<file path="config.mk">
export PLATFORM = sky130hd
export DESIGN_NAME = easf_ctrl
export DESIGN_NICKNAME = d
export VERILOG_FILES = /design/src/hw/rtl/easf_pkg.sv /design/src/hw/rtl/easf_ctrl.sv
export SDC_FILE = /design/constraint.sdc
export NUM_CORES = 1
export LEC_CHECK = 0
export BUFFER_PORTS_ARGS = -buffer_cell sky130_fd_sc_hd__buf_2
export CAP_MARGIN = 30
export CORE_UTILIZATION = 45
export DETAILED_ROUTE_END_ITERATION = 10
export PLACE_DENSITY = 0.7
export SLEW_MARGIN = 20
export SYNTH_ARGS = -nofsm -noshare
export SYNTH_HDL_FRONTEND = slang
export SYNTH_SLANG_ARGS = --single-unit
</file>
<file path="constraint.sdc">
create_clock -name clk -period 1.3 [get_ports clk]
set_input_delay 0.195 -clock clk [delete_from_list [all_inputs] [get_ports clk]]
set_output_delay 0.195 -clock clk [all_outputs]
set_load 0.01 [all_outputs]
</file>
<file path="src/hw/rtl/easf_pkg.sv">
// shared types and constants for the encoder angle and speed filter
`timescale 1ns / 1ps
`default_nettype none
package easf_pkg;

  localparam int ANGLE_BITS    = 14;
  localparam int FRACTION_BITS = 16;
  localparam int TURN_BITS     = ANGLE_BITS + FRACTION_BITS;

  localparam logic [1:0] ACT_SAMPLE = 2'd0;
  localparam logic [1:0] ACT_SPEED  = 2'd1;
  localparam logic [1:0] ACT_TURNS  = 2'd2;

  localparam int RegAddrBits = 5;
  localparam logic [2:0] REG_MAX_ANGLE_JUMP    = 3'd0;
  localparam logic [2:0] REG_SPIKE_RUN_LIMIT   = 3'd1;
  localparam logic [2:0] REG_ANGLE_ALPHA       = 3'd2;
  localparam logic [2:0] REG_RPM_ALPHA         = 3'd3;
  localparam logic [2:0] REG_SPEED_STEP_LIMIT  = 3'd4;
  localparam logic [2:0] REG_TURNS_ALPHA       = 3'd5;

  // microseconds per minute in Q.8 rpm, divided by 2^16
  localparam logic [17:0] MIN_PER_US_Q8 = 18'd234375;
  localparam logic [31:0] SLOW_LIMIT = 32'd25;

  typedef struct packed {
    logic [1:0]  action;
    logic [15:0] raw_word;
    logic [23:0] interval_us;
  } in_word_t;

  typedef struct packed {
    logic [29:0] angle;
    logic [31:0] speed_rpm;
    logic [47:0] turn_angle;
    logic        held;
  } out_word_t;

  typedef struct packed {
    logic [13:0] max_angle_jump;
    logic [7:0]  spike_run_limit;
    logic [16:0] angle_alpha;
    logic [16:0] rpm_alpha;
    logic [30:0] speed_step_limit;
    logic [16:0] turns_alpha;
  } cfg_regs_t;

  // controller to datapath commands
  typedef struct packed {
    logic load;      // capture input word
    logic step;      // advance one datapath phase
    logic div_step;  // one quotient bit
    logic finish;    // commit result
  } dp_cmd_t;

  // datapath to controller status
  typedef struct packed {
    logic [1:0] action;
  } dp_sts_t;

endpackage
`default_nettype wire

</file>
<file path="src/hw/rtl/easf_ctrl.sv">
// controller sequencing the filter datapath
`timescale 1ns / 1ps
`default_nettype none
module easf_ctrl (
  input  wire logic              clk,
  input  wire logic              rst_n,
  input  wire logic              in_valid,
  output logic                   in_ready,
  output logic                   out_valid,
  input  wire logic              out_ready,
  output easf_pkg::dp_cmd_t      cmd,
  input  wire easf_pkg::dp_sts_t sts
);
  localparam logic [2:0] ST_IDLE = 3'd0;
  localparam logic [2:0] ST_PRE  = 3'd1;
  localparam logic [2:0] ST_DIV  = 3'd2;
  localparam logic [2:0] ST_POST = 3'd3;
  localparam logic [2:0] ST_OUT  = 3'd4;

  logic [2:0] state_r, state_nxt;
  logic [5:0] cnt_r, cnt_nxt;
  logic       ov_r, ov_nxt;

  always_comb begin
    state_nxt = state_r;
    cnt_nxt   = cnt_r;
    ov_nxt    = ov_r;
    cmd       = '0;
    if (ov_r && out_ready) ov_nxt = 1'b0;
    unique case (state_r)
      ST_IDLE: begin
        if (in_valid) begin
          cmd.load  = 1'b1;
          state_nxt = ST_PRE;
          cnt_nxt   = '0;
        end
      end
      ST_PRE: begin
        cmd.step = 1'b1;
        cnt_nxt  = cnt_r + 6'd1;
        if (cnt_r == 6'd2) begin
          cnt_nxt   = '0;
          state_nxt = (sts.action == easf_pkg::ACT_SPEED) ? ST_DIV : ST_POST;
        end
      end
      ST_DIV: begin
        cmd.div_step = 1'b1;
        cnt_nxt      = cnt_r + 6'd1;
        if (cnt_r == 6'd31) begin
          cnt_nxt   = '0;
          state_nxt = ST_POST;
        end
      end
      ST_POST: begin
        // phases 3 to 7
        cmd.step = 1'b1;
        cnt_nxt  = cnt_r + 6'd1;
        if (cnt_r == 6'd4) state_nxt = ST_OUT;
      end
      ST_OUT: begin
        if (!ov_r || out_ready) begin
          cmd.finish = 1'b1;
          ov_nxt     = 1'b1;
          state_nxt  = ST_IDLE;
        end
      end
      default: state_nxt = ST_IDLE;
    endcase
  end

  assign in_ready  = (state_r == ST_IDLE);
  assign out_valid = ov_r;

  always_ff @(posedge clk) begin
    if (!rst_n) begin
      state_r <= ST_IDLE;
      cnt_r   <= '0;
      ov_r    <= 1'b0;
    end else begin
      state_r <= state_nxt;
      cnt_r   <= cnt_nxt;
      ov_r    <= ov_nxt;
    end
  end
endmodule
`default_nettype wire

</file>
==> flow_metrics.py <==
metrics = {
    "power_and_ir_drop": {
        "peakVddDrop_mv": 0.519,
        "switchingPower_uw": 224,
        "power.density_nw_per_um2": 729,
        "clockPowerShare_pct": 26.3,
        "p_leak_nw": 0.453,
        "seq_power_share_pct": 42.0,
        "comb_power_share_pct": 31.7,
        "intPower_uw": 562,
        "switching_share_pct": 28.5,
    },
    "setup_path": {
        "cp-start-kind": "flop",
        "critPathKind": "flop to flop",
        "path_max_fanout": 5,
        "rr_worst_depth": 4,
        "worst_r2r_endpoint": "cnt_r[2]$_SDFFE_PN0P_",
        "r2r_setup_slack_ps": -180,
        "worst-endpoint-arrival_ps": 1630,
        "cp_slowest_cell": "or3b_4",
        "critPathCaptureType": "flop",
        "crit_path_max_incr_delay_ps": 410,
        "timing.rr.start": "cnt_r[4]$_SDFFE_PN0P_",
        "path_cells": "or3b_4, o211ai_4, nor3b_1, a211o_1",
        "required_ps": 1450,
    },
    "yosys": {
        "syn_inst": 77,
        "synth_edf_count": 0,
        "synth_fp_nets": 86,
        "yosysMostFrequentCell": "dfxtp_1",
        "yosysWarnings": 0,
        "synth_area_um2": 634,
        "synth_common_cells": "dfxtp_1, nand2_1, nor2_1",
        "ys_async_sr_fraction_pct": 0,
        "yosys.area.top_type_share_pct": 31.6,
        "synth_top_cell_by_area": "dfxtp_1",
        "synth-seq-area-share_pct": 31.6,
        "yosysUniqueCellTypes": 31,
        "syn_avg_cell_area_um2": 8.24,
        "ys_ff_latch": 10,
        "synthTopCellsByArea": "dfxtp_1, ha_1, nor2b_1",
        "ys_dominant_reg_cell": "dfxtp_1",
    },
    "timing": {
        "rsz0062_at_grt": "yes",
        "clock_skew_ps": 7.13,
        "finalCritPeriodShare_pct": 114,
        "hold_violations": 0,
        "tightest_slew_ps": 344,
        "final.setup.tns_ps": -1270,
        "slew_headroom_pct": 77.0,
        "setup_viol": 10,
        "setup_slack_ps": -184,
        "hold_ws_ps": 227,
        "min_period_ps": 1480,
        "maxSlewViolCount": 0,
        "max_freq_ghz": 0.674,
    },
    "cts": {
        "clock_latency_ps": 270,
        "clock_sinks": 10,
        "clkSlewWorstSetupHoldPaths_ps": 60,
        "tritoncts": "done",
        "hold_buffers": 0,
        "htreeDepth": 1,
        "cts_inserted_buffers": 3,
        "cts-root-buf": "clkbuf_4",
        "clockBufferDepth": 2,
    },
    "global_route": {
        "grt_pass1_wl_mm": 2.70,
        "grt_max_degree": 11,
        "grt_pass1_vias": 638,
        "antenna_found_initial": 0,
        "grtUsageTotal_pct": 27.3,
        "overflow": 0,
    },
    "min_path": {
        "min_from": "out_ready",
        "min_path_cells": 4,
        "holdPathEnd": "state_r[2]$_SDFFE_PN0P_",
        "min_path_type": "input pin to flop",
    },
    "final_layout": {
        "nNetsFinal": 122,
        "diodes": 0,
        "final_util_pct": 82.8,
        "final_area_um2": 1080,
        "area_growth_pct": 69.8,
        "layout-drive-gt1-share_pct": 61.3,
    },
    "floorplanning": {
        "boundaryPins": 12,
        "core.rowCount": 13,
        "initial_core_util_pct": 48.7,
        "dieArea_um2": 1560,
        "core_um2": 1300,
        "die_height_um": 39.5,
        "die-width_um": 39.5,
    },
    "status": {
        "status": "finished with violations",
        "violations": "negative setup slack",
    },
    "placement": {
        "numPortBuffers": 11,
        "place.gp.congestion": 0.783,
        "place_area_um2": 857,
        "place_hpwl_mm": 1.21,
    },
    "detailed_routing": {
        "drtIter0Drc": 25,
        "drt_first_pass_iters": 4,
        "wl_mm": 1.85,
        "vias": 684,
        "drc": 0,
        "drtAntennaViolNets": 0,
        "post_drt_wl_per_cell_um": 14.7,
        "drt-vias-per-instance": 5.43,
    },
    "job": {
        "cap_violations": 0,
    },
}
power groups by stage:
| stage | combinational, mW | clock, mW | sequential, mW |
|---|---|---|---|
| 5_1_grt | 0.268 | 0.228 | 0.331 |
| 3_5_place_dp | 0.154 | 0 | 0.333 |
| 4_1_cts | 0.213 | 0.215 | 0.327 |
| 3_3_place_gp | 0.152 | 0 | 0.332 |
| 2_1_floorplan | 0.0927 | 0 | 0.331 |
| 6_report | 0.249 | 0.207 | 0.330 |
state kept, by name (all words and copies together), names as in the netlist:
name	cells
cnt_r	6
out_valid	1
state_r	3
per-stage QoR:
stage,std cells,worst slack (ps),total power [mW]
final,126,-184,0.786
after global routing,126,-250,0.827
after CTS,125,-186,0.755
after detailed placement,117,-124,0.487
after global placement,117,-84.1,0.484
after floorplan,77,-79.6,0.424
cell families (layout without fill, tap and decap cells):
kind of cell	Yosys count	in the layout	synth area share (%)
AO/OA/AOI/OAI	21	21	25.4
XOR/XNOR	2	2	2.76
adder cells (fa/ha/maj)	3	3	5.92
buffers and inverters	6	40	3.55
flip-flops	10	10	31.6
AND/OR/NAND/NOR	35	35	30.8
per-layer routing:
metal	GRT usage (%)	part of all wire, %	wire (um)	up-vias
met5	0	0	0	-
met1	28.8	40	736	318
met2	50.4	55	1010	15
met4	7.76	1.2	23	0
li1	-	-	-	347
met3	8.52	4.0	74	4
worst max path at each step:
| stage | startpoint | to | cells past startpoint |
|---|---|---|---|
| 3_3_place_gp | cnt_r[4]$_SDFFE_PN0P_ | cnt_r[3]$_SDFFE_PN0P_ | 4 |
| 5_1_grt | state_r[0]$_SDFFE_PN0P_ | cmd[3] | 5 |
| 4_1_cts | state_r[0]$_SDFFE_PN0P_ | cmd[3] | 5 |
| 2_1_floorplan | cnt_r[4]$_SDFFE_PN0P_ | cnt_r[2]$_SDFFE_PN0P_ | 4 |
| 3_5_place_dp | cnt_r[4]$_SDFFE_PN0P_ | cnt_r[2]$_SDFFE_PN0P_ | 4 |
| 6_report | cnt_r[4]$_SDFFE_PN0P_ | cnt_r[2]$_SDFFE_PN0P_ | 4 |
cell type report:
cell class / count / area (um2)
Clock buffer: 3 / 22.5
Fill cell: 88 / 224
Inverter: 3 / 11.3
Multi-Input combinational cell: 61 / 547
Sequential cell: 10 / 210
Tap cell: 15 / 18.8
Timing Repair Buffer: 34 / 268
layout by cell type, fill, tap and decap left out, drive strengths merged, types with 2 or more instances in the layout:
cell type	count
inv	3
o21a	2
and2	2
a21boi	2
nor3	5
nor2b	5
nor2	6
buf	34
a22o	2
o21ai	4
nand3	3
nand2	6
a21oi	3
dfxtp	10
ha	3
a211o	3
clkbuf	3
worst max-delay path: cells and delay by family, from the launching register on:
family          cells  cell delay (ps)
simple gates        2              490
flops               1              350
compound gates      2              520
timing repair:
action / CTS / global route
pin swaps: 3 / 1
gates resized for setup: 17 / 18
setup endpoints to repair: 11 / 14
buffers inserted: 5 / 1
No activity file was read; power rests on OpenSTA's default activity.
