`src/hw/rtl/easf_pkg.sv`:
```
// shared types and constants for the encoder angle and speed filter
`timescale 1ns / 1ps
`default_nettype none
package easf_pkg;

  localparam int ANGLE_BITS    = 14;
  localparam int FRACTION_BITS = 16;
  localparam int TURN_BITS     = ANGLE_BITS + FRACTION_BITS;

  localparam logic [1:0] ACT_SAMPLE = 2'd0;
  localparam logic [1:0] ACT_SPEED  = 2'd1;
  localparam logic [1:0] ACT_TURNS  = 2'd2;

  localparam int RegAddrBits = 5;
  localparam logic [2:0] REG_MAX_ANGLE_JUMP    = 3'd0;
  localparam logic [2:0] REG_SPIKE_RUN_LIMIT   = 3'd1;
  localparam logic [2:0] REG_ANGLE_ALPHA       = 3'd2;
  localparam logic [2:0] REG_RPM_ALPHA         = 3'd3;
  localparam logic [2:0] REG_SPEED_STEP_LIMIT  = 3'd4;
  localparam logic [2:0] REG_TURNS_ALPHA       = 3'd5;

  // microseconds per minute in Q.8 rpm, divided by 2^16
  localparam logic [17:0] MIN_PER_US_Q8 = 18'd234375;
  localparam logic [31:0] SLOW_LIMIT = 32'd25;

  typedef struct packed {
    logic [1:0]  action;
    logic [15:0] raw_word;
    logic [23:0] interval_us;
  } in_word_t;

  typedef struct packed {
    logic [29:0] angle;
    logic [31:0] speed_rpm;
    logic [47:0] turn_angle;
    logic        held;
  } out_word_t;

  typedef struct packed {
    logic [13:0] max_angle_jump;
    logic [7:0]  spike_run_limit;
    logic [16:0] angle_alpha;
    logic [16:0] rpm_alpha;
    logic [30:0] speed_step_limit;
    logic [16:0] turns_alpha;
  } cfg_regs_t;

  // controller to datapath commands
  typedef struct packed {
    logic load;      // capture input word
    logic step;      // advance one datapath phase
    logic div_step;  // one quotient bit
    logic finish;    // commit result
  } dp_cmd_t;

  // datapath to controller status
  typedef struct packed {
    logic [1:0] action;
  } dp_sts_t;

endpackage
`default_nettype wire

```
`src/hw/rtl/easf_datapath.sv`:
```
// filter state, serial divider and iir arithmetic
`timescale 1ns / 1ps
`default_nettype none
module easf_datapath (
  input  wire logic                clk,
  input  wire logic                rst_n,
  input  wire easf_pkg::in_word_t  in_word,
  input  wire easf_pkg::cfg_regs_t cfg,
  input  wire easf_pkg::dp_cmd_t   cmd,
  output easf_pkg::dp_sts_t        sts,
  output easf_pkg::out_word_t      out_word
);
  localparam int ANGLE_BITS    = easf_pkg::ANGLE_BITS;
  localparam int FRACTION_BITS = easf_pkg::FRACTION_BITS;
  localparam int TB = easf_pkg::TURN_BITS;
  localparam int DW = TB + 1;
  localparam int DEN_SH = TB - 16;

  easf_pkg::in_word_t in_r;
  logic [2:0]  ph_r;
  logic [ANGLE_BITS-1:0] last_raw_r;
  logic [7:0]  spike_r;
  logic [TB-1:0] fang_r, sprev_r, tprev_r;
  logic signed [31:0] prev_spd_r, fspd_r;
  logic [31:0] tcount_r;
  logic signed [47:0] fturn_r;
  logic        held_r;
  // general working registers
  logic signed [DW:0]  d_r;     // wrapped difference
  logic signed [49:0]  w_r;     // filter difference
  logic [16:0]         alpha_r;
  logic [65:0]         prod_r;
  logic                go_r;
  // divider
  logic [31:0] q_r;
  logic [55:0] rem_r;
  logic [55:0] num_r;
  logic [55:0] den_r;
  logic signed [32:0] inst_r;
  logic signed [47:0] tgt_r;

  assign sts.action = in_r.action;

  // rounding weighted step, half away from zero
  function automatic logic signed [49:0] wround(input logic signed [49:0] d,
                                                input logic [65:0] p,
                                                input logic [16:0] a);
    logic [49:0] s;
    begin
      s = 50'((p + 66'd32768) >> 16);
      if (a[16]) wround = d;
      else wround = d[49] ? -$signed(s) : $signed(s);
    end
  endfunction

  logic [ANGLE_BITS-1:0] raw;
  logic [ANGLE_BITS-1:0] rd;
  logic [ANGLE_BITS-1:0] rmag;
  logic signed [49:0] step_v;
  logic [49:0] wmag;
  logic [55:0] trial;
  logic signed [33:0] delta;
  logic [33:0] dmag;
  logic [33:0] lim;
  logic signed [33:0] fnew;
  logic [31:0] fmag;
  logic signed [TB:0] tdiff;
  logic signed [32:0] tc_s;
  logic signed [49:0] out_t;

  always_comb begin
    raw   = in_r.raw_word[ANGLE_BITS+1:2];
    rd    = raw - last_raw_r;
    rmag  = rd[ANGLE_BITS-1] ? -rd : rd;
    wmag  = w_r[49] ? 50'(-w_r) : 50'(w_r);
    step_v = wround(w_r, prod_r, alpha_r);
    trial = {rem_r[54:0], num_r[55]};
    delta = 34'(inst_r) - 34'(prev_spd_r);
    dmag  = delta[33] ? -delta : delta;
    lim   = (dmag >> 1) > 34'(cfg.speed_step_limit) ? 34'(cfg.speed_step_limit)
                                                    : (dmag >> 1);
    fnew  = 34'(fspd_r) + 34'(step_v);
    if (fnew > 34'sd2147483647) fnew = 34'sd2147483647;
    if (fnew < -34'sd2147483648) fnew = -34'sd2147483648;
    fmag  = fnew[33] ? 32'(-fnew) : 32'(fnew);
    tdiff = $signed({1'b0, fang_r}) - $signed({1'b0, tprev_r});
    tc_s  = $signed({tcount_r[31], tcount_r});
    out_t = 50'(tc_s) * 50'(51'd1 << TB) + 50'($signed({1'b0, fang_r}));
  end

  always_ff @(posedge clk) begin
    if (!rst_n) begin
      last_raw_r <= '0; spike_r <= '0; fang_r <= '0; sprev_r <= '0;
      tprev_r <= '0; prev_spd_r <= '0; fspd_r <= '0; tcount_r <= '0;
      fturn_r <= '0; ph_r <= '0; held_r <= 1'b0; go_r <= 1'b0;
    end else if (cmd.load) begin
      in_r   <= in_word;
      ph_r   <= '0;
      held_r <= 1'b0;
      go_r   <= 1'b0;
    end else if (cmd.div_step) begin
      num_r <= num_r << 1;
      if (trial >= den_r) begin
        rem_r <= trial - den_r;
        q_r   <= {q_r[30:0], 1'b1};
      end else begin
        rem_r <= trial;
        q_r   <= {q_r[30:0], 1'b0};
      end
    end else if (cmd.step) begin
      ph_r <= ph_r + 3'd1;
      unique case (in_r.action)
        easf_pkg::ACT_SAMPLE: begin
          if (ph_r == 3'd0) begin
            if (32'(rmag) > 32'(cfg.max_angle_jump) &&
                (9'(spike_r) + 9'd1) < 9'(cfg.spike_run_limit)) begin
              spike_r <= spike_r + 8'd1;
              held_r  <= 1'b1;
              go_r    <= 1'b0;
            end else begin
              go_r    <= 1'b1;
            end
          end else if (ph_r == 3'd1) begin
            if (go_r) begin
              spike_r    <= '0;
              last_raw_r <= raw;
              w_r <= 50'($signed(TB'({raw, FRACTION_BITS'(0)} - fang_r)));
              alpha_r <= cfg.angle_alpha;
            end
          end else if (ph_r == 3'd2) begin
            prod_r <= 66'(wmag) * 66'(alpha_r);
          end else if (ph_r == 3'd3) begin
            if (go_r) fang_r <= TB'(50'(fang_r) + step_v);
          end
        end
        easf_pkg::ACT_SPEED: begin
          if (ph_r == 3'd0) begin
            d_r <= (DW+1)'($signed(TB'(fang_r - sprev_r)));
            sprev_r <= fang_r;
            den_r <= 56'((in_r.interval_us == 24'd0) ? 24'd1 : in_r.interval_us) << DEN_SH;
          end else if (ph_r == 3'd1) begin
            prod_r <= 66'(d_r[DW] ? -d_r : d_r) * 66'(easf_pkg::MIN_PER_US_Q8);
          end else if (ph_r == 3'd2) begin
            // low 32 dividend bits are shifted in, the rest starts as remainder
            num_r <= prod_r[55:0] << 24;
            rem_r <= 56'(prod_r[55:32]);
            q_r   <= '0;
          end else if (ph_r == 3'd3) begin
            // upper dividend part not below the divisor means the quotient overflows
            if (56'(prod_r[65:32]) >= den_r || q_r[31])
              inst_r <= d_r[DW] ? -33'sd2147483648 : 33'sd2147483647;
            else
              inst_r <= d_r[DW] ? -$signed({1'b0, q_r}) : $signed({1'b0, q_r});
          end else if (ph_r == 3'd4) begin
            if (dmag > 34'(cfg.speed_step_limit))
              inst_r <= 33'(delta[33] ? 34'(prev_spd_r) - lim : 34'(prev_spd_r) + lim);
          end else if (ph_r == 3'd5) begin
            w_r <= 50'(inst_r) - 50'(fspd_r);
            alpha_r <= cfg.rpm_alpha;
          end else if (ph_r == 3'd6) begin
            prod_r <= 66'(wmag) * 66'(alpha_r);
          end else begin
            prev_spd_r <= 32'(inst_r);
            fspd_r <= (fmag <= easf_pkg::SLOW_LIMIT) ? '0 : 32'(fnew);
          end
        end
        easf_pkg::ACT_TURNS: begin
          if (ph_r == 3'd0) begin
            if (tdiff < -$signed((TB+1)'(1) << (TB-1))) tcount_r <= tcount_r + 32'd1;
            else if (tdiff > $signed((TB+1)'(1) << (TB-1))) tcount_r <= tcount_r - 32'd1;
          end else if (ph_r == 3'd1) begin
            if (tc_s > (33'sd1 <<< (47 - TB)))
              tgt_r <= 48'sh7FFFFFFFFFFF;
            else if (tc_s < -(33'sd1 <<< (47 - TB)))
              tgt_r <= 48'sh800000000000;
            else if (out_t > 50'sh7FFFFFFFFFFF)
              tgt_r <= 48'sh7FFFFFFFFFFF;
            else if (out_t < -50'sh800000000000)
              tgt_r <= 48'sh800000000000;
            else tgt_r <= 48'(out_t);
          end else if (ph_r == 3'd2) begin
            w_r <= 50'(tgt_r) - 50'(fturn_r);
            alpha_r <= cfg.turns_alpha;
            tprev_r <= fang_r;
          end else if (ph_r == 3'd3) begin
            prod_r <= 66'(wmag) * 66'(alpha_r);
          end else if (ph_r == 3'd4) begin
            fturn_r <= 48'(50'(fturn_r) + step_v);
          end
        end
        default: ;
      endcase
    end
  end

  assign out_word.angle      = 30'(fang_r);
  assign out_word.speed_rpm  = fspd_r;
  assign out_word.turn_angle = fturn_r;
  assign out_word.held       = held_r;
endmodule
`default_nettype wire

```
`config.mk`:
```
export PLATFORM = sky130hd
export DESIGN_NAME = easf_datapath
export DESIGN_NICKNAME = d
export VERILOG_FILES = /design/src/hw/rtl/easf_pkg.sv /design/src/hw/rtl/easf_datapath.sv
export SDC_FILE = /design/constraint.sdc
export NUM_CORES = 2
export LEC_CHECK = 0
export ABC_AREA = 1
export BUFFER_PORTS_ARGS = -buffer_cell sky130_fd_sc_hd__buf_2
export CORE_MARGIN = 10
export CORE_UTILIZATION = 30
export DETAILED_ROUTE_END_ITERATION = 7
export SLEW_MARGIN = 25
export SYNTH_ARGS = -nofsm -noshare
export SYNTH_HDL_FRONTEND = slang
export SYNTH_SLANG_ARGS = --single-unit
```
`constraint.sdc`:
```
create_clock -name clk -period 38.9 [get_ports clk]
set_input_delay 5.835 -clock clk [delete_from_list [all_inputs] [get_ports clk]]
set_output_delay 5.835 -clock clk [all_outputs]
set_load 0.005 [all_outputs]
```
==> results.cfg <==
[power]
peakVddDrop_v = 0.000104
power_density_nw_per_um2 = 46.7
p_leak_nw = 52.6

[die]
boundaryPins = 265
start_util_pct = 30.2
die_h_um = 592
rows = 209
die_w_um = 592
dieArea_um2 = 350000
core_um2 = 325000

[synth]
avgSynthCellArea_um2 = 7.69
ys_warn_count = 0
synth_cells = 12700
synth_fa_ha_area_share_pct = 34.7
yosys_register_bits = 687
synthMuxAreaShare_pct = 0
seq_area_frac_synth_pct = 18.4
synthSimpleGateAreaFrac_pct = 18.2
synth.distinct_cells = 76
async_flop_share_pct = 0
synth-edff-count = 426
synth_top_family_by_area = adder cells
synth_ff_type = edfxtp_1
synth_area_um2 = 98100
synthXorXnorAreaFrac_pct = 4.91
synth-compound-area-share_pct = 13.1

[layout]
area_growth_pct = 9.91
layout.nets = 15200
finish.instance_area_um2 = 108000
fillers = 34700
drive_above_1_share_pct = 5.29
register_area_um2 = 18000
multi_input_area_um2 = 70600
stdcell_count = 17400

[worst_hold_path]
hold_depth = 0
hold_class = flip-flop to flip-flop

[sta]
clock_skew_ns = 0.0386
drv_slew = 0
relSlewSlack_pct = 19.8
setup_viol = 0
setup_ws_ns = 25.34
fmax_mhz = 73.7
rsz0062_at_grt = no
hold_violations = 0
tightest_slew_ns = 1.20
period_minus_slack_ns = 13.56
hold_ws_ns = 0.448
min_period_over_period_pct = 34.9
tns_ns = 0

[worst_setup_path]
path_delay_family = compound AO/OA/AOI/OAI gates
critPathMostFrequentCell = o21ai_0
arrival_ns = 14.03
crit_path_max_incr_delay_ns = 0.66
crit_type = primary input to flip-flop
cp-start-kind = primary input
crit_fanout = 12
slowest_stage = o21ai_0
critPathCaptureType = flip-flop
crit_buf_inv = 5
cp_data_required_time_ns = 39.36
r2r_cells = 56
crit_cells = 44

[grt]
grt_max_degree = 126
grt_pass1_vias = 83200
track_usage_pct = 18.4
grt-ovfl-total = 0
grt_pass1_wl_um = 504000
antenna_found_initial = 16

[outcome]
status = finished clean

[route]
drt_iter0_drc = 6609
via_per_inst = 4.86
drt_pre_antenna_iters = 6
wl_um = 329000
drc = 0
routed-via-count = 84600
final_antenna_net_count = 0
routedWlPerCell_um = 18.9

[clock_network]
cts_setup_buffers = 0
root_buffer = clkbuf_16
cts_tree = built
cts_buffer_depth = 3
cts_max_level = 3
clk_pin_slew_ns = 0.06
postCtsResizedCells = 0
numCtsBuffers = 86
insertion_delay_ns = 0.73
postCtsHoldBufs = 0
numClockSinks = 687

[placed_design]
place_inst = 17200
place.gp.congestion = 0.953
port_buffers = 261
dpl_cell_area_um2 = 105000
hpwlAfterDp_um = 273000
pre_cts_ws_ns = 24.56

[flow_run]
max-cap-violations = 0
## sequential cells by signal, indices dropped and copies added (netlist names), 32 cells and up
signal      flops
num_r          32
prod_r         66
in_r           38
w_r            49
tcount_r       32
tgt_r          48
rem_r          55
prev_spd_r     32
inst_r         33
q_r            32
fspd_r         32
fturn_r        48
## worst paths after layout
check | start | to | slack [ns]
worst max-delay path | cfg[19] | inst_r[32]$_DFFE_PP_ | 25.34
worst min-delay path | in_r[6]$_DFFE_PP_ | den_r[20]$_SDFFCE_PN0P_ | 0.45
worst max register to register | inst_r[1]$_DFFE_PP_ | inst_r[32]$_DFFE_PP_ | 27.06
worst min register to register | in_r[6]$_DFFE_PP_ | den_r[20]$_SDFFCE_PN0P_ | 0.45
## power by group
group,switching [mW],leakage (nW),internal (mW)
Sequential,0.0184,6.01,0.844
Clock,0.362,1.46,0.503
Combinational,2.19,45.2,1.12
## placed cells by master, fill, tap and decap left out, types with 176 or more instances in the layout
master and count:
dfxtp_1 261, nand2_1 2590, fa_1 1097, edfxtp_1 426
o21ai_0 783, xor2_1 369, conb_1 212, a21oi_1 1124
xnor2_1 176, ha_1 965, inv_1 2274, nor2_1 1029
nand3_1 285, buf_2 259
## stage by stage
step,power (mW),util (%)
final,5.03,33.2
after global routing,5.48,33.2
after CTS,4.78,33.2
after detailed placement,3.89,32.3
after global placement,3.89,32.3
after floorplan,3.05,-
## cell usage after synthesis, types with 58 or more instances
master	instances	area (um2)
nand4_1	111	694
inv_1	2276	8540
a31oi_1	95	594
edfxtp_1	426	12800
fa_1	1097	22000
dfxtp_1	261	5230
a21oi_1	1126	5640
o21ai_0	789	3950
nor2_1	1031	3870
nor3_1	123	616
ha_1	968	12100
or2_2	58	363
xor2_1	372	3260
clkbuf_1	342	1280
xnor2_1	176	1540
nand2_1	2592	9730
nand3_1	286	1430
## cell type report
cell class	instances	share of cell area, %
Sequential cell	687	16.7
Antenna cell	4	0.00929
Inverter	2289	7.97
Clock buffer	107	2.16
Timing Repair Buffer	378	2.03
Multi-Input combinational cell	9557	65.5
Tap cell	4325	5.02
Clock inverter	53	0.598
## routing by layer
| metal | GRT usage [%] | part of all wire [%] | vias up | wire length, um |
|---|---|---|---|---|
| met2 | 28.8 | 43 | 2553 | 143000 |
| met3 | 3.63 | 7.7 | 401 | 25400 |
| met4 | 6.06 | 3.9 | 4 | 12700 |
| met5 | 0 | 0.012 | - | 40 |
| met1 | 25.5 | 45 | 40500 | 149000 |
| li1 | - | - | 41100 | - |
## kinds of logic after synthesis
group,after synthesis
other cells,2
xor+xnor,549
fa+ha+maj,2065
simple gates,4368
buf+inv,2714
flops,687
compound gates,2363
No activity file was read; power rests on OpenSTA's default activity.
