==> config.mk <==
export PLATFORM = sky130hd
export DESIGN_NAME = easf_cfg
export DESIGN_NICKNAME = d
export VERILOG_FILES = /design/src/hw/rtl/easf_pkg.sv /design/src/hw/rtl/easf_cfg.sv
export SDC_FILE = /design/constraint.sdc
export NUM_CORES = 1
export LEC_CHECK = 0
export ABC_AREA = 0
export BUFFER_PORTS_ARGS = -buffer_cell sky130_fd_sc_hd__buf_2
export CAP_MARGIN = 20
export CORE_MARGIN = 5
export CORE_UTILIZATION = 45
export DETAILED_ROUTE_END_ITERATION = 8
export GPL_TIMING_DRIVEN = 0
export PLACE_DENSITY_LB_ADDON = 0.1
export SYNTH_ARGS = -nofsm -noshare
export SYNTH_HDL_FRONTEND = slang
export SYNTH_SLANG_ARGS = --single-unit
==> constraint.sdc <==
create_clock -name clk -period 1.31 [get_ports clk]
set_input_delay 0.262 -clock clk [delete_from_list [all_inputs] [get_ports clk]]
set_output_delay 0.262 -clock clk [all_outputs]
set_load 0.02 [all_outputs]
==> src/hw/rtl/easf_pkg.sv <==
// shared types and constants for the encoder angle and speed filter
`timescale 1ns / 1ps
`default_nettype none
package easf_pkg;

  localparam int ANGLE_BITS    = 14;
  localparam int FRACTION_BITS = 16;
  localparam int TURN_BITS     = ANGLE_BITS + FRACTION_BITS;

  localparam logic [1:0] ACT_SAMPLE = 2'd0;
  localparam logic [1:0] ACT_SPEED  = 2'd1;
  localparam logic [1:0] ACT_TURNS  = 2'd2;

  localparam int RegAddrBits = 5;
  localparam logic [2:0] REG_MAX_ANGLE_JUMP    = 3'd0;
  localparam logic [2:0] REG_SPIKE_RUN_LIMIT   = 3'd1;
  localparam logic [2:0] REG_ANGLE_ALPHA       = 3'd2;
  localparam logic [2:0] REG_RPM_ALPHA         = 3'd3;
  localparam logic [2:0] REG_SPEED_STEP_LIMIT  = 3'd4;
  localparam logic [2:0] REG_TURNS_ALPHA       = 3'd5;

  // microseconds per minute in Q.8 rpm, divided by 2^16
  localparam logic [17:0] MIN_PER_US_Q8 = 18'd234375;
  localparam logic [31:0] SLOW_LIMIT = 32'd25;

  typedef struct packed {
    logic [1:0]  action;
    logic [15:0] raw_word;
    logic [23:0] interval_us;
  } in_word_t;

  typedef struct packed {
    logic [29:0] angle;
    logic [31:0] speed_rpm;
    logic [47:0] turn_angle;
    logic        held;
  } out_word_t;

  typedef struct packed {
    logic [13:0] max_angle_jump;
    logic [7:0]  spike_run_limit;
    logic [16:0] angle_alpha;
    logic [16:0] rpm_alpha;
    logic [30:0] speed_step_limit;
    logic [16:0] turns_alpha;
  } cfg_regs_t;

  // controller to datapath commands
  typedef struct packed {
    logic load;      // capture input word
    logic step;      // advance one datapath phase
    logic div_step;  // one quotient bit
    logic finish;    // commit result
  } dp_cmd_t;

  // datapath to controller status
  typedef struct packed {
    logic [1:0] action;
  } dp_sts_t;

endpackage
`default_nettype wire

==> src/hw/rtl/easf_cfg.sv <==
// apb configuration register file
`timescale 1ns / 1ps
`default_nettype none
module easf_cfg (
  input  wire logic                clk,
  input  wire logic                rst_n,
  input  wire logic                psel,
  input  wire logic                penable,
  input  wire logic                pwrite,
  input  wire logic [easf_pkg::RegAddrBits-1:0] paddr,
  input  wire logic [31:0]         pwdata,
  output logic [31:0]              prdata,
  output easf_pkg::cfg_regs_t      cfg
);
  easf_pkg::cfg_regs_t cfg_r;
  logic [2:0] idx;
  assign idx = paddr[4:2];

  always_ff @(posedge clk) begin
    if (!rst_n) begin
      cfg_r.max_angle_jump   <= 14'd512;
      cfg_r.spike_run_limit  <= 8'd3;
      cfg_r.angle_alpha      <= 17'd16384;
      cfg_r.rpm_alpha        <= 17'd6554;
      cfg_r.speed_step_limit <= 31'd256000;
      cfg_r.turns_alpha      <= 17'd32768;
    end else if (psel && penable && pwrite) begin
      unique case (idx)
        easf_pkg::REG_MAX_ANGLE_JUMP:   cfg_r.max_angle_jump <= pwdata[13:0];
        easf_pkg::REG_SPIKE_RUN_LIMIT:  cfg_r.spike_run_limit <= pwdata[7:0];
        easf_pkg::REG_ANGLE_ALPHA:      cfg_r.angle_alpha <= pwdata[16:0];
        easf_pkg::REG_RPM_ALPHA:        cfg_r.rpm_alpha <= pwdata[16:0];
        easf_pkg::REG_SPEED_STEP_LIMIT: cfg_r.speed_step_limit <= pwdata[30:0];
        easf_pkg::REG_TURNS_ALPHA:      cfg_r.turns_alpha <= pwdata[16:0];
        default: ;
      endcase
    end
  end

  always_comb begin
    unique case (idx)
      easf_pkg::REG_MAX_ANGLE_JUMP:   prdata = 32'(cfg_r.max_angle_jump);
      easf_pkg::REG_SPIKE_RUN_LIMIT:  prdata = 32'(cfg_r.spike_run_limit);
      easf_pkg::REG_ANGLE_ALPHA:      prdata = 32'(cfg_r.angle_alpha);
      easf_pkg::REG_RPM_ALPHA:        prdata = 32'(cfg_r.rpm_alpha);
      easf_pkg::REG_SPEED_STEP_LIMIT: prdata = 32'(cfg_r.speed_step_limit);
      easf_pkg::REG_TURNS_ALPHA:      prdata = 32'(cfg_r.turns_alpha);
      default:                        prdata = '0;
    endcase
  end

  assign cfg = cfg_r;
endmodule
`default_nettype wire

==> flow_summary.yaml, run 1 <==
worst_setup_path:
  critPathBufInv: 1
  worstPathRequired_ns: 1.05
  setup.worst_path.class: "register to primary output"
  slowest_delay_ns: 0.33
  r2r_cells: 3
  worstSetupEndpoint: "prdata[8]"
  cp_top_family: "flip-flops"
  critPathLaunchType: "register"
  cp_max_fo: 2
  rrSetupSlack_ns: 0.48
  rr_startpoint: "cfg[51]"
  cp_num_cells: 4
  timing.rr.end: "cfg[51]"
  endpoint_kind: "primary output"
  critPathLaunch: "cfg[98]"
  path_cells: "mux2_4, a221oi_2, a31oi_2, buf_4"
  slowest_stage: "dfxtp_2"
  worstPathArrival_ns: 1.47
placement:
  dp_slack_ns: -0.626
  gp_congestion: 0.859
  placed_area_um2: 6120
  dp_hpwl_mm: 12.1
  placed_cells: 815
  io_buffers: 171
routing:
  drt_first_pass_iters: 5
  initialDrtViolationCount: 267
  wl_mm: 18.8
  ant_nets: 0
  wire_per_inst_um: 21.4
  num_vias: 4885
  vias_per_cell: 5.54
  drc: 0
status:
  status: "complete, but fails checks"
  violations: "negative setup slack"
floorplanning:
  initial_core_util_pct: 46.1
  die_width_um: 113
  io_pins: 178
  core_um2: 10300
  die_h_um: 113
  rows: 37
  dieArea_um2: 12700
cts:
  htreeDepth: 3
  path_clk_slew_ns: 0.11
  cts_tree: "done"
  cts-root-buf: "clkbuf_8"
  numCtsBuffers: 9
  clock-sinks: 104
  clk_path_buf_depth: 2
  clkLatencyLatePin_ns: 0.37
final_layout:
  final_core_util_pct: 71.0
  final_area_um2: 7330
  area_delta_synth_final_pct: 54.2
  largest_reg_flops: 104
  fin_nets: 781
  final_cells: 881
  drive_gt1_share_pct: 50.8
power:
  power.density_nw_per_um2: 825
  p_leak_nw: 3.50
  ir_worst_vdd_mv: 0.588
sta:
  worstMarginPinSlew_ns: 0.784
  fmax_mhz: 576
  min_period_ns: 1.74
  setup_viol: 33
  fin_crit_sh_pct: 133
  fin_ws_ns: -0.426
  rsz0062_at_grt: "yes"
  slew_violations: 0
  fin_skew_ns: 0
  max-slew-margin-rel_pct: 47.7
  whs_ns: 0.114
  hold_viol_final: 0
synthesis:
  synthArstFlopShare_pct: 0
  synth.area.top_cells: "dfxtp_1 (44%), mux2i_1 (24%), nand2_1 (9.9%), buf_6 (2.6%), o211ai_1 (2.4%)"
  synth_edf_count: 0
  ys_ff_latch: 104
  ys_types: 30
  synth.largest_area_cell: "dfxtp_1"
  seq_area_frac_synth_pct: 43.8
  synth_common_cells: "nand2_1 (125), mux2i_1 (113), dfxtp_1 (104), o21ai_0 (22), clkbuf_1 (20)"
  synth_warnings: 0
  synth.most_common_cell: "nand2_1"
  synth_area_per_cell_um2: 9.36
  synth.cell_area_um2: 4750
  synth_nets: 550
  synthCells: 508
  synth-main-ff-cell: "dfxtp_1"
  synth_top_area_share_pct: 43.8
global_routing:
  overflow: 0
  grt_usage_pct: 28.4
  grt_max_degree: 18
  grt_pass1_vias: 4943
  grt_antenna_before_repair: 2
  grt_pass1_wl_mm: 27.9
min_path:
  hold_class: "primary input to register"
run:
  max_cap_viol_count: 0
placed cells by master, fill, tap and decap left out, types with 3 or more instances in the layout:
cell,n
nand2_1,124
o21ai_2,3
clkbuf_1,10
clkbuf_2,6
mux2_2,6
o22a_1,4
dfxtp_2,35
o21ai_0,18
mux2i_4,6
o211ai_1,15
o311ai_0,3
and2_4,15
mux2i_2,5
dfxtp_1,65
nor2_4,4
mux2i_1,102
buf_4,41
a22oi_2,9
buf_2,140
o22ai_4,3
inv_1,15
dfxtp_4,4
buf_12,8
buf_6,42
clkbuf_16,3
buf_8,7
o221ai_4,7
or2_1,4
clkbuf_8,12
metrics by stage:
stage	power, mW	TNS, ns
floorplan	3.73	-0.773
global placement	3.98	-35.07
detailed placement	3.99	-38.75
CTS	6.01	-5.99
global route	6.24	-7.71
finish	6.05	-6.36
where the power goes:
part / internal [mW] / leakage [nW] / switching [mW]
Clock: 0.701 / 0.0831 / 1.19
Combinational: 0.414 / 2.57 / 0.544
Sequential: 3.18 / 0.850 / 0.0234
Total: 4.29 / 3.50 / 1.75
final cells by class:
class	instances	area, um2
inverters	15	56.3
clock inverters	6	42.5
multi-input cells	347	2800
plain buffers	40	429
flip-flops and latches	104	2140
repair buffers	222	1560
diodes	1	2.50
fillers	781	2990
well taps	136	170
clock buffers	10	128
cell families after synthesis:
group | after synthesis | synth area share (%)
flops | 104 | 43.8
simple gates | 159 | 14.4
other cells | 1 | 0.0789
mux | 120 | 25.4
buf+inv | 57 | 6.63
compound gates | 67 | 9.66
layer usage:
layer	share of wire (%)	vias up	track usage, %
met5	0.037	-	0
met4	2.0	2	8.81
met3	9.8	43	8.34
met2	49	251	48.8
met1	39	2376	34.2
li1	-	2213	-
worst register-to-register path, cell delays in order, from the launching register on:
cell and delay [ns]:
dfxtp_2 0.34, buf_4 0.13, o21ai_0 0.10, o211ai_1 0.14
how the worst min path moves through the flow:
stage	to	from	slack, ns	cells after the start
6_report	cfg[45]	pwdata[28]	0.11	3
5_1_grt	cfg[45]	pwdata[28]	0.11	3
4_1_cts	cfg[45]	pwdata[28]	0.11	3
3_5_place_dp	cfg[42]	cfg[42]	0.46	2
3_3_place_gp	cfg[36]	cfg[36]	0.45	2
2_1_floorplan	cfg[35]	pwdata[18]	0.40	2
timing repair:
item                                    4_1_cts  5_1_grt
endpoints found under the setup margin       52       60
cloned                                        7        0
hold buffers                                  0        0
resized for setup                           155       33
setup buffers                                32       13
pin swaps                                    25       12
Note: power is estimated with default switching activity, not from simulation.
==> run 2: changes to the inputs <==
--- a/config.mk
+++ b/config.mk
@@ -8,8 +8,9 @@
 export ABC_AREA = 0
 export BUFFER_PORTS_ARGS = -buffer_cell sky130_fd_sc_hd__buf_2
 export CAP_MARGIN = 20
+export CORE_ASPECT_RATIO = 1.1
 export CORE_MARGIN = 5
-export CORE_UTILIZATION = 45
+export CORE_UTILIZATION = 49
 export DETAILED_ROUTE_END_ITERATION = 8
 export GPL_TIMING_DRIVEN = 0
 export PLACE_DENSITY_LB_ADDON = 0.1
==> constraint.sdc (replaced) <==
create_clock -name clk -period 1.7 [get_ports clk]
set_input_delay 0.085 -clock clk [delete_from_list [all_inputs] [get_ports clk]]
set_output_delay 0.085 -clock clk [all_outputs]
set_load 0.02 [all_outputs]
==> flow_summary.yaml, run 2 (synthesis gave the netlist of run 1 again) <==
routing:
  drt_first_pass_iters: 7
  drc: 0
  wire_per_inst_um: 19.9
  vias_per_cell: 5.54
  num_vias: 4596
  initialDrtViolationCount: 259
  ant_nets: 0
  wl_mm: 16.5
cts:
  clkLatencyLatePin_ns: 0.37
  path_clk_slew_ns: 0.09
  htreeDepth: 3
  cts_tree: "done"
  cts-root-buf: "clkbuf_8"
  clk_path_buf_depth: 2
  numCtsBuffers: 9
  clock-sinks: 104
floorplanning:
  initial_core_util_pct: 50.3
  core_um2: 9440
  rows: 37
  die_h_um: 113
  die_width_um: 104
  dieArea_um2: 11800
  io_pins: 178
power:
  seqPwrFrac_pct: 55.9
  power.density_nw_per_um2: 722
  pwr-share-comb_pct: 11.8
  power.internal_mw: 3.22
  p_sw_mw: 1.20
  p_leak_nw: 3.10
  switching_share_pct: 27.2
  clockPowerShare_pct: 32.3
  ir_worst_vdd_mv: 0.363
worst_setup_path:
  rr_startpoint: "cfg[83]"
  cp_num_cells: 4
  slowest_delay_ns: 0.36
  r2r_cells: 2
  critPathBufInv: 1
  path_cells: "mux2_2, a221oi_2, a31oi_1, buf_2"
  worstSetupEndpoint: "prdata[8]"
  cp_top_family: "flip-flops"
  critPathLaunchType: "register"
  critPathLaunch: "cfg[98]"
  rrSetupSlack_ns: 0.94
  cp_max_fo: 3
  worstPathRequired_ns: 1.62
  timing.rr.end: "cfg[83]"
  worstPathArrival_ns: 1.58
  slowest_stage: "dfxtp_1"
  endpoint_kind: "primary output"
  setup.worst_path.class: "register to primary output"
final_layout:
  antennaDiodeCount: 0
  largest_reg_flops: 104
  area_delta_synth_final_pct: 28.7
  final_cells: 829
  drive_gt1_share_pct: 31.0
  fin_nets: 749
  final_common_cell: "buf_2"
  final_core_util_pct: 64.8
  final_cell_mix: "buf_2 (179), nand2_1 (125), mux2i_1 (113)"
sta:
  fin_ws_ns: 0.0365
  max-slew-margin-rel_pct: 47.9
  rsz0062_at_grt: "no"
  setup_viol: 0
  min_period_ns: 1.66
  hold_viol_final: 0
  slew_violations: 0
  worstMarginPinSlew_ns: 0.782
  fin_skew_ns: 0
  fmax_mhz: 601
  fin_crit_sh_pct: 97.9
status:
  status: "completed"
run:
  max_cap_viol_count: 0
min_path:
  hold_class: "primary input to register"
global_routing:
  grt_max_degree: 17
  grt_pass1_vias: 4777
  overflow: 0
  grt_antenna_before_repair: 0
  grt_pass1_wl_mm: 25.9
  grt_usage_pct: 27.7
placement:
  io_buffers: 171
  placed_cells: 796
  dp_slack_ns: -0.00975
  dp_hpwl_mm: 11.9
  gp_congestion: 0.846
==> run 2: worst min-delay path by stage <==
stage / from / to / slack [ns] / cells after the start
6_report: pwdata[7] / cfg[55] / 0.01 / 3
5_1_grt: pwdata[4] / cfg[52] / 0.004 / 3
4_1_cts: pwdata[17] / cfg[34] / 0.0005 / 3
3_5_place_dp: pwdata[21] / cfg[38] / 0.34 / 3
3_3_place_gp: pwdata[20] / cfg[37] / 0.33 / 3
2_1_floorplan: pwdata[18] / cfg[35] / 0.23 / 2
==> run 2: final cells by class <==
cell class,count,area [um2]
fill,849,3330
clock inverter,4,30.0
inverter,15,56.3
timing repair buffer,188,1030
tap,117,146
buffer,42,263
multi-input combinational,347,2370
sequential,104,2080
clock buffer,12,145
==> run 2: routing by layer <==
| metal | up-vias | share of wire [%] | global-route usage [%] |
|---|---|---|---|
| met5 | - | 0 | 0 |
| met4 | 0 | 2.2 | 8.29 |
| met3 | 30 | 8.4 | 8.10 |
| met2 | 215 | 48 | 47.7 |
| met1 | 2206 | 41 | 33.6 |
| li1 | 2145 | - | - |
==> run 2: what timing repair did <==
action	4_1_cts	5_1_grt
endpoints found under the hold margin	19	0
endpoints found under the setup margin	6	3
hold buffers	17	0
buffers inserted	0	0
gates resized for setup	2	4
pin swaps	0	0
gates cloned	0	0
==> run 2: power by group through the flow <==
stage          Sequential, mW  Clock (mW)  Combinational (mW)
2_1_floorplan            2.55           0               0.259
3_3_place_gp             2.53           0               0.474
3_5_place_dp             2.53           0               0.482
4_1_cts                  2.47        1.42               0.515
5_1_grt                  2.47        1.53               0.558
6_report                 2.47        1.43               0.521
==> run 2: through the flow <==
stage,total power [mW],hold slack [ns],cell area (um2),setup TNS [ns]
floorplan,2.81,0.227,4750,0
global placement,3.00,0.333,5760,0
detailed placement,3.01,0.341,5760,-0.0203
CTS,4.41,0.000479,6110,0
global route,4.57,0.00410,6120,0
finish,4.42,0.0100,6120,0
==> run 2: tightest hold or removal path: stages <==
cell      delay [ns]
buf_2           0.12
inv_1           0.05
o211ai_1        0.08
